## config.mk

```make
export PLATFORM = sky130hd
export DESIGN_NAME = netstring_deframer_core_flat
export DESIGN_NICKNAME = d
export VERILOG_FILES = /design/src/nsd_pkg.sv /design/src/nsd_byte_if.sv /design/src/nsd_result_if.sv /design/src/nsd_parser.sv /design/src/netstring_deframer_core.sv /design/src/flat_wrapper.sv
export SDC_FILE = /design/constraint.sdc
export NUM_CORES = 1
export LEC_CHECK = 0
export BUFFER_PORTS_ARGS = -buffer_cell sky130_fd_sc_hd__buf_4
export CAP_MARGIN = 20
export CORE_ASPECT_RATIO = 1.25
export CORE_MARGIN = 8
export CORE_UTILIZATION = 54
export CTS_CLUSTER_DIAMETER = 200
export DETAILED_ROUTE_END_ITERATION = 8
export GPL_ROUTABILITY_DRIVEN = 0
export PLACE_DENSITY = 0.73
export SLEW_MARGIN = 20
export SYNTH_ARGS = -nofsm -noshare
export SYNTH_HDL_FRONTEND = slang
export SYNTH_HIERARCHICAL = 1
export SYNTH_SLANG_ARGS = --single-unit
```

## constraint.sdc

```tcl
create_clock -name clk -period 15.2 [get_ports clk]
set_clock_uncertainty 0.15 [all_clocks]
set_input_delay 1.52 -clock clk [delete_from_list [all_inputs] [get_ports clk]]
set_output_delay 1.52 -clock clk [all_outputs]
set_load 0.02 [all_outputs]
```

## src/nsd_pkg.sv

```systemverilog
// ----------------------------------------------------------------------------
// nsd_pkg
// Shared types and constants for the netstring deframer.
// ----------------------------------------------------------------------------
package nsd_pkg;

  localparam int LEN_WIDTH     = 16;
  localparam int MAX_LEN_WIDTH = 16;
  localparam int BYTE_WIDTH    = 8;
  localparam int ACC_WIDTH     = LEN_WIDTH + 4;
  localparam int CMP_WIDTH     = (ACC_WIDTH > MAX_LEN_WIDTH) ? ACC_WIDTH : MAX_LEN_WIDTH;

  localparam logic [MAX_LEN_WIDTH-1:0] MAX_LEN_RESET = {MAX_LEN_WIDTH{1'b1}};
  localparam logic [LEN_WIDTH-1:0]     LEN_ALL_ONES  = {LEN_WIDTH{1'b1}};

  localparam logic [BYTE_WIDTH-1:0] CHAR_ZERO  = 8'h30;
  localparam logic [BYTE_WIDTH-1:0] CHAR_NINE  = 8'h39;
  localparam logic [BYTE_WIDTH-1:0] CHAR_COLON = 8'h3A;
  localparam logic [BYTE_WIDTH-1:0] CHAR_COMMA = 8'h2C;
  localparam logic [3:0]            DEC_BASE   = 4'd10;

  typedef enum logic [1:0] {
    KIND_BYTE  = 2'd0,
    KIND_GOOD  = 2'd1,
    KIND_ERROR = 2'd2
  } kind_t;

  typedef enum logic [2:0] {
    PH_LEN     = 3'b001,
    PH_PAYLOAD = 3'b010,
    PH_COMMA   = 3'b100
  } phase_t;

  typedef struct packed {
    logic                  valid;
    logic [BYTE_WIDTH-1:0] payload_byte;
    kind_t                 kind;
  } nsd_result_t;

endpackage

```

## src/nsd_byte_if.sv

```systemverilog
// ----------------------------------------------------------------------------
// nsd_byte_if
// Valid/ready channel carrying one received byte per transaction.
// ----------------------------------------------------------------------------
interface nsd_byte_if;
  logic       valid;
  logic       ready;
  logic [7:0] in_byte;

  modport source (output valid, output in_byte, input ready);
  modport sink   (input valid, input in_byte, output ready);
endinterface

```

## src/nsd_result_if.sv

```systemverilog
// ----------------------------------------------------------------------------
// nsd_result_if
// Valid/ready channel carrying one deframer result per transaction.
// ----------------------------------------------------------------------------
interface nsd_result_if;
  logic          valid;
  logic          ready;
  logic [7:0]    payload_byte;
  nsd_pkg::kind_t kind;

  modport source (output valid, output payload_byte, output kind, input ready);
  modport sink   (input valid, input payload_byte, input kind, output ready);
endinterface

```

## src/nsd_parser.sv

```systemverilog
// ----------------------------------------------------------------------------
// nsd_parser
// Netstring parse state and the per-byte update of phase, length and count.
// ----------------------------------------------------------------------------
module nsd_parser (
  input  logic                                clk,
  input  logic                                rst_n,
  input  logic                                step_en,
  input  logic [nsd_pkg::BYTE_WIDTH-1:0]      step_byte,
  input  logic [nsd_pkg::MAX_LEN_WIDTH-1:0]   max_length,
  output nsd_pkg::nsd_result_t                res
);
  import nsd_pkg::*;

  phase_t               phase_r, phase_nxt;
  logic [LEN_WIDTH-1:0] length_accum_r, length_accum_nxt;
  logic [LEN_WIDTH-1:0] bytes_left_r, bytes_left_nxt;
  logic                 digit_seen_r, digit_seen_nxt;

  logic [LEN_WIDTH-1:0] left_dec;
  logic [ACC_WIDTH-1:0] accum_next;
  logic [CMP_WIDTH-1:0] accum_cmp;
  logic [CMP_WIDTH-1:0] cfg_limit;
  logic [CMP_WIDTH-1:0] len_limit;
  logic [CMP_WIDTH-1:0] limit;
  logic [3:0]           digit_val;
  logic                 is_digit;

  assign is_digit   = (step_byte >= CHAR_ZERO) && (step_byte <= CHAR_NINE);
  assign digit_val  = 4'(step_byte - CHAR_ZERO);
  assign accum_next = (ACC_WIDTH'(length_accum_r) << 3) + (ACC_WIDTH'(length_accum_r) << 1)
                      + ACC_WIDTH'(digit_val);
  assign accum_cmp  = CMP_WIDTH'(accum_next);
  assign cfg_limit  = CMP_WIDTH'(max_length);
  assign len_limit  = CMP_WIDTH'(LEN_ALL_ONES);
  assign limit      = (cfg_limit < len_limit) ? cfg_limit : len_limit;
  assign left_dec   = bytes_left_r - LEN_WIDTH'(1);

  always_comb begin
    phase_nxt        = phase_r;
    length_accum_nxt = length_accum_r;
    bytes_left_nxt   = bytes_left_r;
    digit_seen_nxt   = digit_seen_r;
    res.valid        = 1'b0;
    res.payload_byte = '0;
    res.kind         = KIND_BYTE;
    case (phase_r)
      PH_PAYLOAD: begin
        bytes_left_nxt   = left_dec;
        if (left_dec == '0) begin
          phase_nxt = PH_COMMA;
        end
        res.valid        = 1'b1;
        res.payload_byte = step_byte;
        res.kind         = KIND_BYTE;
      end
      PH_COMMA: begin
        phase_nxt        = PH_LEN;
        length_accum_nxt = '0;
        bytes_left_nxt   = '0;
        digit_seen_nxt   = 1'b0;
        if (step_byte == CHAR_COMMA) begin
          res.valid = (length_accum_r != '0);
          res.kind  = KIND_GOOD;
        end else begin
          res.valid = 1'b1;
          res.kind  = KIND_ERROR;
        end
      end
      default: begin
        if (is_digit && (accum_cmp <= limit)) begin
          phase_nxt        = PH_LEN;
          length_accum_nxt = LEN_WIDTH'(accum_next);
          digit_seen_nxt   = 1'b1;
        end else if (!is_digit && (step_byte == CHAR_COLON) && digit_seen_r) begin
          digit_seen_nxt = 1'b0;
          bytes_left_nxt = length_accum_r;
          phase_nxt      = (length_accum_r == '0) ? PH_COMMA : PH_PAYLOAD;
        end else begin
          phase_nxt        = PH_LEN;
          length_accum_nxt = '0;
          bytes_left_nxt   = '0;
          digit_seen_nxt   = 1'b0;
          res.valid        = 1'b1;
          res.kind         = KIND_ERROR;
        end
      end
    endcase
  end

  always_ff @(posedge clk) begin
    if (!rst_n) begin
      phase_r        <= PH_LEN;
      length_accum_r <= '0;
      bytes_left_r   <= '0;
      digit_seen_r   <= 1'b0;
    end else if (step_en) begin
      phase_r        <= phase_nxt;
      length_accum_r <= length_accum_nxt;
      bytes_left_r   <= bytes_left_nxt;
      digit_seen_r   <= digit_seen_nxt;
    end
  end

endmodule

```

## src/netstring_deframer_core.sv

```systemverilog
// ----------------------------------------------------------------------------
// netstring_deframer_core
// Streaming netstring deframer with per-byte payload output and frame status.
// ----------------------------------------------------------------------------
// Takes one byte per cycle while the result register is empty or its result is
// being taken, and returns at most one result per byte: the byte sits in an
// input register, the parser updates its phase, length and count (the length
// step is a multiply by ten and an add with a compare against max_length), and
// the result lands in an output register that lets a new byte in while a result waits to be taken.
// Payload bytes come out with kind 0, a good closing comma gives kind 1 and any
// framing fault gives kind 2; bytes of a frame that ends in kind 2 are to be
// dropped downstream. An empty netstring gives no result.
module netstring_deframer_core (
  input  logic                               clk,
  input  logic                               rst_n,
  nsd_byte_if.sink                           in_ch,
  nsd_result_if.source                       out_ch,
  input  logic                               cfg_wr_en,
  input  logic [nsd_pkg::MAX_LEN_WIDTH-1:0]  cfg_wr_data
);
  import nsd_pkg::*;

  logic [MAX_LEN_WIDTH-1:0] max_length_r;
  logic                     in_valid_r;
  logic [BYTE_WIDTH-1:0]    in_byte_r;
  logic                     out_valid_r;
  logic [BYTE_WIDTH-1:0]    out_byte_r;
  kind_t                    out_kind_r;
  logic                     advance;
  nsd_result_t              res;

  assign advance      = in_valid_r && (!out_valid_r || out_ch.ready);
  assign in_ch.ready  = !in_valid_r || advance;

  assign out_ch.valid        = out_valid_r;
  assign out_ch.payload_byte = out_byte_r;
  assign out_ch.kind         = out_kind_r;

  always_ff @(posedge clk) begin
    if (!rst_n) begin
      max_length_r <= MAX_LEN_RESET;
    end else if (cfg_wr_en) begin
      max_length_r <= cfg_wr_data;
    end
  end

  // input register
  always_ff @(posedge clk) begin
    if (!rst_n) begin
      in_valid_r <= 1'b0;
    end else if (in_ch.ready) begin
      in_valid_r <= in_ch.valid;
    end
  end

  always_ff @(posedge clk) begin
    if (in_ch.ready && in_ch.valid) begin
      in_byte_r <= in_ch.in_byte;
    end
  end

  nsd_parser u_parser (
    .clk        (clk),
    .rst_n      (rst_n),
    .step_en    (advance),
    .step_byte  (in_byte_r),
    .max_length (max_length_r),
    .res        (res)
  );

  // result register
  always_ff @(posedge clk) begin
    if (!rst_n) begin
      out_valid_r <= 1'b0;
    end else if (advance) begin
      out_valid_r <= res.valid;
    end else if (out_ch.ready) begin
      out_valid_r <= 1'b0;
    end
  end

  always_ff @(posedge clk) begin
    if (advance && res.valid) begin
      out_byte_r <= res.payload_byte;
      out_kind_r <= res.kind;
    end
  end

endmodule
```

## src/flat_wrapper.sv

```systemverilog
// flat-port wrapper written by rule: the top's interface ports become plain ports
module netstring_deframer_core_flat import nsd_pkg::*;
  (clk, rst_n, cfg_wr_en, cfg_wr_data, in_ch_valid, in_ch_in_byte, in_ch_ready, out_ch_valid, out_ch_payload_byte, out_ch_kind, out_ch_ready);
  nsd_byte_if in_ch_i ();
  nsd_result_if out_ch_i ();
  input  logic clk;
  input  logic rst_n;
  input  logic cfg_wr_en;
  input  logic [nsd_pkg::MAX_LEN_WIDTH-1:0] cfg_wr_data;
  input wire logic [$bits(in_ch_i.valid)-1:0] in_ch_valid;
  input wire logic [$bits(in_ch_i.in_byte)-1:0] in_ch_in_byte;
  output wire logic [$bits(in_ch_i.ready)-1:0] in_ch_ready;
  output wire logic [$bits(out_ch_i.valid)-1:0] out_ch_valid;
  output wire logic [$bits(out_ch_i.payload_byte)-1:0] out_ch_payload_byte;
  output wire logic [$bits(out_ch_i.kind)-1:0] out_ch_kind;
  input wire logic [$bits(out_ch_i.ready)-1:0] out_ch_ready;
  assign in_ch_i.valid = in_ch_valid;
  assign in_ch_i.in_byte = in_ch_in_byte;
  assign in_ch_ready = in_ch_i.ready;
  assign out_ch_valid = out_ch_i.valid;
  assign out_ch_payload_byte = out_ch_i.payload_byte;
  assign out_ch_kind = out_ch_i.kind;
  assign out_ch_i.ready = out_ch_ready;
  netstring_deframer_core u_core (.clk(clk), .rst_n(rst_n), .in_ch(in_ch_i), .out_ch(out_ch_i), .cfg_wr_en(cfg_wr_en), .cfg_wr_data(cfg_wr_data));
endmodule
```

==> results.json, run 1 <==
{
  "status": "finished clean",
  "cap_violations": 0,
  "final_area_um2": 5240,
  "post-synth-top-area-cell": "dfxtp_1",
  "antenna_cells": 0,
  "period_share": 0.371,
  "timing.rr.start": "u_core/in_byte_r[3]$_DFFE_PP_",
  "grt_pass1_vias": 4115,
  "io-pin-count": 41,
  "vias_per_cell": 5.86,
  "place_hpwl_mm": 8.71,
  "worstMarginPinSlew_ns": 1.01,
  "power.leakage_uw": 0.00247,
  "synthTopCellsByCount": "nand2_1, dfxtp_1, ha_1, nand3_1, nor2_1",
  "vdd_drop_max_v": 0.0000514,
  "synthTopCellsByArea": "dfxtp_1, ha_1, edfxtp_1",
  "fill_cells": 765,
  "cp.depth": 14,
  "sw_frac_of_total": 0.271,
  "cellPowerDensity_nw_per_um2": 73.5,
  "grt_max_degree": 41,
  "track_usage": 0.198,
  "timing.rr.end": "u_core/u_parser/bytes_left_r[12]$_SDFFE_PN0P_",
  "syn_inst": 557,
  "hold_start": "u_core/max_length_r[5]$_SDFFE_PN1P_",
  "worstPathRequired_ns": 15.32,
  "cp_cell_sequence": "fa_1 > fa_1 > a21o_1 > a221o_1 > a211oi_1 > xnor2_1 > ha_1 > nand4_1 > or3_1 > a221oi_2 > nand4_1 > o31ai_4 > a221oi_1 > a211oi_1",
  "synth-seq-cells": 72,
  "chipHeight_um": 121,
  "grt_setup_unrepaired": "no",
  "startpoint": "u_core/in_byte_r[3]$_DFFE_PP_",
  "tns_ns": 0,
  "min_period_ns": 5.64,
  "hold_viol_final": 0,
  "clkPwrFrac": 0.344,
  "numCtsBuffers": 9,
  "antenna_left": 0,
  "synth_nets": 637,
  "multi_input_area_um2": 2870,
  "register_area_um2": 1620,
  "numPortBuffers": 40,
  "die_w_um": 99.8,
  "end_kind": "flop",
  "crit_path_end": "u_core/u_parser/bytes_left_r[12]$_SDFFE_PN0P_",
  "hp-class": "reg -> reg",
  "cts_sinks": 72,
  "rows": 38,
  "utilization": 0.609,
  "fin_nets": 666,
  "finalSetupViolations": 0,
  "clkSlewWorstSetupHoldPaths_ns": 0.07,
  "synth_edf_count": 18,
  "yosysWarnings": 6,
  "syn_to_final_growth_pct": 10.6,
  "combPwrFrac": 0.119,
  "synth_top_area_frac": 0.228,
  "placed_area_um2": 5080,
  "async_flop_share": 0,
  "initial_utilization": 0.551,
  "grt_pass1_wl_mm": 19.3,
  "maxSlewViolCount": 0,
  "worst-path-max-fanout": 27,
  "slew_headroom": 0.329,
  "cp.arrival_ns": 5.76,
  "antenna_found_initial": 0,
  "drcViolationCount": 0,
  "r2r_cells": 14,
  "cp_slowest_stage_delay_ns": 0.88,
  "drive_gt1_frac": 0.107,
  "postCtsSetupBuffers": 0,
  "timing.final.ws_setup_ns": 9.56,
  "wire_per_inst_um": 16.3,
  "regToRegSetupSlack_ns": 9.56,
  "num_vias": 4166,
  "fp.dieArea_um2": 12100,
  "cts.repair.resized": 0,
  "ctsHoldBuffers": 0,
  "syn_area_per_cell_um2": 8.51,
  "power_frac_seq": 0.536,
  "yosys.cell_types.count": 62,
  "internal_power_uw": 281,
  "p_sw_uw": 105,
  "path_delay_family": "compound AO/OA/AOI/OAI gates",
  "drtPass1Iterations": 5,
  "core_um2": 8610,
  "dp_slack_ns": 9.61,
  "worstPathBufferInverterCount": 0,
  "drt-total-wl_mm": 11.6,
  "synth.most_common_cell": "nand2_1",
  "cts_htree_levels": 3,
  "whs_ns": 0.321,
  "cts_tree": "built",
  "clk_latency_ns": 0.36,
  "synth_ff_type": "dfxtp_1",
  "fmax_mhz": 177,
  "drt-initial-drc-count": 293,
  "slowest_stage": "o31ai_4",
  "globalRouteOverflowTotal": 0,
  "netlist_area_um2": 4740,
  "cts_root_buffer": "clkbuf_8",
  "seq_area_frac_synth": 0.342,
  "clock_path_buffers": 2,
  "crit_type": "reg -> reg",
  "cp-start-kind": "flop"
}
[how the worst min path moves through the flow]
stage | to | slack, ns | cells past startpoint
finish | u_core/max_length_r[5]$_SDFFE_PN1P_ | 0.32 | 2
global placement | u_core/max_length_r[12]$_SDFFE_PN1P_ | 0.31 | 2
floorplan | u_core/max_length_r[0]$_SDFFE_PN1P_ | 0.29 | 2
global route | u_core/max_length_r[12]$_SDFFE_PN1P_ | 0.36 | 2
CTS | u_core/max_length_r[12]$_SDFFE_PN1P_ | 0.33 | 2
detailed placement | u_core/max_length_r[5]$_SDFFE_PN1P_ | 0.31 | 2
[stage by stage]
step	power, µW	cells
final	386	711
after global placement	255	694
after global routing	403	711
after detailed placement	257	695
after CTS	389	711
after floorplan	242	557
[layout by cell type (no fill, tap or decap), types with 3 or more instances in the layout]
| cell type | netlist | final |
|---|---|---|
| a211oi_1 | 8 | 8 |
| a21o_1 | 9 | 9 |
| a21oi_1 | 30 | 30 |
| a221oi_1 | 5 | 5 |
| a31oi_1 | 6 | 6 |
| and2_1 | 5 | 5 |
| and3_1 | 8 | 8 |
| buf_4 | 1 | 42 |
| clkbuf_8 | 0 | 9 |
| dfxtp_1 | 54 | 54 |
| edfxtp_1 | 18 | 18 |
| ha_1 | 49 | 49 |
| inv_1 | 32 | 32 |
| mux2i_1 | 18 | 18 |
| nand2_1 | 90 | 90 |
| nand2b_1 | 3 | 3 |
| nand3_1 | 34 | 34 |
| nand4_1 | 13 | 13 |
| nor2_1 | 34 | 34 |
| nor2b_1 | 3 | 3 |
| nor3_1 | 12 | 12 |
| nor4_1 | 7 | 7 |
| o211ai_1 | 3 | 3 |
| o21ai_0 | 23 | 23 |
| o31ai_1 | 6 | 6 |
| or3_1 | 3 | 3 |
| xnor2_1 | 17 | 17 |
| xor2_1 | 6 | 6 |
[worst reg2reg max path: stages, from the launching register on]
cell and delay (ns):
edfxtp_1 0.47, fa_1 0.56, fa_1 0.48, a21o_1 0.24
a221o_1 0.31, a211oi_1 0.49, xnor2_1 0.20, ha_1 0.34
nand4_1 0.11, or3_1 0.44, a221oi_2 0.31, nand4_1 0.21
o31ai_4 0.88, a221oi_1 0.13, a211oi_1 0.26
[power groups by stage]
stage,combinational [µW],clock (µW),sequential [µW]
after floorplan,31.3,0,211
after global placement,43.7,0,211
after detailed placement,45.6,0,211
after CTS,45.9,136,207
after global routing,51.3,144,208
final,46.0,133,207
[flip-flops by register name (all words and copies together), names as in the netlist]
register	count
u_core/u_parser/bytes_left_r	16
u_core/u_parser/length_accum_r	16
u_core/in_valid_r	1
u_core/in_byte_r	8
u_core/u_parser/digit_seen_r	1
u_core/max_length_r	16
u_core/out_ch.kind	2
u_core/out_ch.valid	1
u_core/out_ch.payload_byte	8
u_core/u_parser/phase_r	3
[cells by family (layout without fill, tap and decap cells)]
logic type / count (synthesis) / after routing / synth area share
multiplexers: 18 / 18 / 0.0380
flip-flops: 72 / 72 / 0.342
AND/OR/NAND/NOR: 221 / 221 / 0.222
adder cells (fa/ha/maj): 51 / 51 / 0.138
XOR/XNOR: 23 / 23 / 0.0425
buffers and inverters: 56 / 90 / 0.0520
AO/OA/AOI/OAI: 116 / 116 / 0.166
[layer usage]
layer	GRT usage	wire length, µm
met1	0.242	5050
met2	0.337	5750
met3	0.0259	529
met4	0.0901	227
met5	0	0
[cell type report]
type                            instances  area share
Multi-Input combinational cell        429       0.548
Sequential cell                        72       0.309
Timing Repair Buffer                   42      0.0601
Tap cell                              120      0.0286
Clock buffer                           11      0.0251
Inverter                               32      0.0229
Clock inverter                          5     0.00620
Power figures use the tool's default switching activity.
==> run 2: changes to the inputs <==
==> constraint.sdc (replaced) <==
create_clock -name clk -period 5.2 [get_ports clk]
set_clock_uncertainty 0.15 [all_clocks]
set_input_delay 0.52 -clock clk [delete_from_list [all_inputs] [get_ports clk]]
set_output_delay 0.52 -clock clk [all_outputs]
set_load 0.02 [all_outputs]
==> results.json, run 2 (synthesized netlist as in run 1, its figures left out) <==
{
  "status": "finished clean",
  "die_w_um": 99.8,
  "fin_nets": 695,
  "finalSetupViolations": 0,
  "numPortBuffers": 40,
  "period_share": 0.982,
  "wire_per_inst_um": 16.4,
  "grt_pass1_vias": 4249,
  "top_regs": "u_core/max_length_r (16), u_core/u_parser/bytes_left_r (16), u_core/u_parser/length_accum_r (16)",
  "drcViolationCount": 0,
  "drtPass1Iterations": 5,
  "tns_ns": 0,
  "syn_to_final_growth_pct": 17.9,
  "final_area_um2": 5590,
  "fmax_mhz": 196,
  "worst-path-max-fanout": 5,
  "hold_depth": 1,
  "slew_headroom": 0.447,
  "end_kind": "flop",
  "worstPathRequired_ns": 5.15,
  "fp.dieArea_um2": 12100,
  "drt-initial-drc-count": 220,
  "maxSlewViolCount": 0,
  "clkSlewWorstSetupHoldPaths_ns": 0.08,
  "cts_tree": "built",
  "cp.arrival_ns": 5.06,
  "vias_per_cell": 5.92,
  "ctsHoldBuffers": 0,
  "worstMarginPinSlew_ns": 0.817,
  "cts_root_buffer": "clkbuf_8",
  "core_um2": 8610,
  "drive_gt1_frac": 0.171,
  "mostFrequentLayoutCells": "nand2_1, buf_4, dfxtp_1",
  "vdd_drop_max_v": 0.000162,
  "initial_utilization": 0.551,
  "cellPowerDensity_nw_per_um2": 214,
  "cap_violations": 0,
  "chipHeight_um": 121,
  "whs_ns": 0.183,
  "place_hpwl_mm": 9.00,
  "clk_latency_ns": 0.36,
  "globalRouteOverflowTotal": 0,
  "min_period_ns": 5.11,
  "clock_path_buffers": 2,
  "power_uw": 1200,
  "power.leakage_uw": 0.00265,
  "antenna_left": 0,
  "cts_sinks": 72,
  "crit_type": "reg -> reg",
  "cp-start-kind": "flop",
  "antenna_cells": 0,
  "io-pin-count": 41,
  "cts_htree_levels": 3,
  "drt-total-wl_mm": 12.1,
  "track_usage": 0.202,
  "grt_max_degree": 41,
  "hp-class": "in -> reg",
  "num_vias": 4380,
  "hold_viol_final": 0,
  "rows": 38,
  "numCtsBuffers": 9,
  "final_common_cell": "nand2_1",
  "grt_pass1_wl_mm": 19.7,
  "r2r_cells": 18,
  "placed_area_um2": 5260,
  "antenna_found_initial": 0
}
run 2: cell types whose count changed in the layout (fill, tap and decap cells not counted), sizes merged:
| cell | delta |
|---|---|
| nor2 | +1 |
| bufinv | +1 |
| clkinv | +1 |
| buf | +28 |
| clkinvlp | -1 |
| clkbuf | -1 |
run 2: layout make-up:
type                    count  area, µm²
inverters                  32        120
flip-flops and latches     72       1620
well taps                 120        150
clock buffers              10        128
multi-input cells         430       2960
clock inverters             6       68.8
fillers                   751       3010
repair buffers             70        539
run 2: path summary, 6_finish.rpt:
check,end,slack [ns],startpoint
setup / recovery,u_core/out_ch.payload_byte[6]$_DFFE_PP_,0.09,u_core/in_byte_r[3]$_DFFE_PP_
hold reg to reg,u_core/max_length_r[8]$_SDFFE_PN1P_,0.32,u_core/max_length_r[8]$_SDFFE_PN1P_
hold / removal,u_core/in_byte_r[2]$_DFFE_PP_,0.18,in_ch_in_byte[2]
setup reg to reg,u_core/out_ch.payload_byte[6]$_DFFE_PP_,0.09,u_core/in_byte_r[3]$_DFFE_PP_
run 2: per-layer routing:
layer | vias to the layer above | part of all wire | track usage | routed length [µm]
li1 | 2130 | - | - | -
met1 | 2047 | 0.42 | 0.235 | 5100
met2 | 170 | 0.49 | 0.346 | 5970
met3 | 33 | 0.056 | 0.0357 | 674
met4 | 0 | 0.032 | 0.101 | 386
met5 | - | 0 | 0 | 0
run 2: timing repair:
item,in CTS,in global routing
cloned,0,1
setup buffers,1,5
setup endpoints to repair,11,20
pin swaps,2,19
resized for setup,4,15
run 2: metrics by stage:
step           utilization  std cells  setup WS [ns]
6_report             0.650        740         0.0919
5_1_grt              0.650        740        -0.0901
4_1_cts              0.636        734         0.0573
3_5_place_dp         0.611        717         -0.243
3_3_place_gp         0.610        716        -0.0964
2_1_floorplan            -        557         0.0859
run 2: power breakdown:
group	switching [µW]	total, µW	internal, µW
logic	81.7	146	64.3
registers	11.5	603	591
clock network	223	447	224
run 2: critical path, cell delays in order (launching register included):
cell and delay, ns:
edfxtp_1 0.43, fa_1 0.52, fa_2 0.37, a21o_1 0.22, a221oi_4 0.29, o21ai_2 0.09
a21o_1 0.21, a21oi_2 0.18, xnor2_1 0.12, ha_1 0.30, nand4_1 0.12, or3_4 0.41
a221oi_4 0.29, nand2_2 0.09, or4b_4 0.57, o21ai_4 0.18, a21oi_2 0.07, nand2_2 0.14
nor2_4 0.08
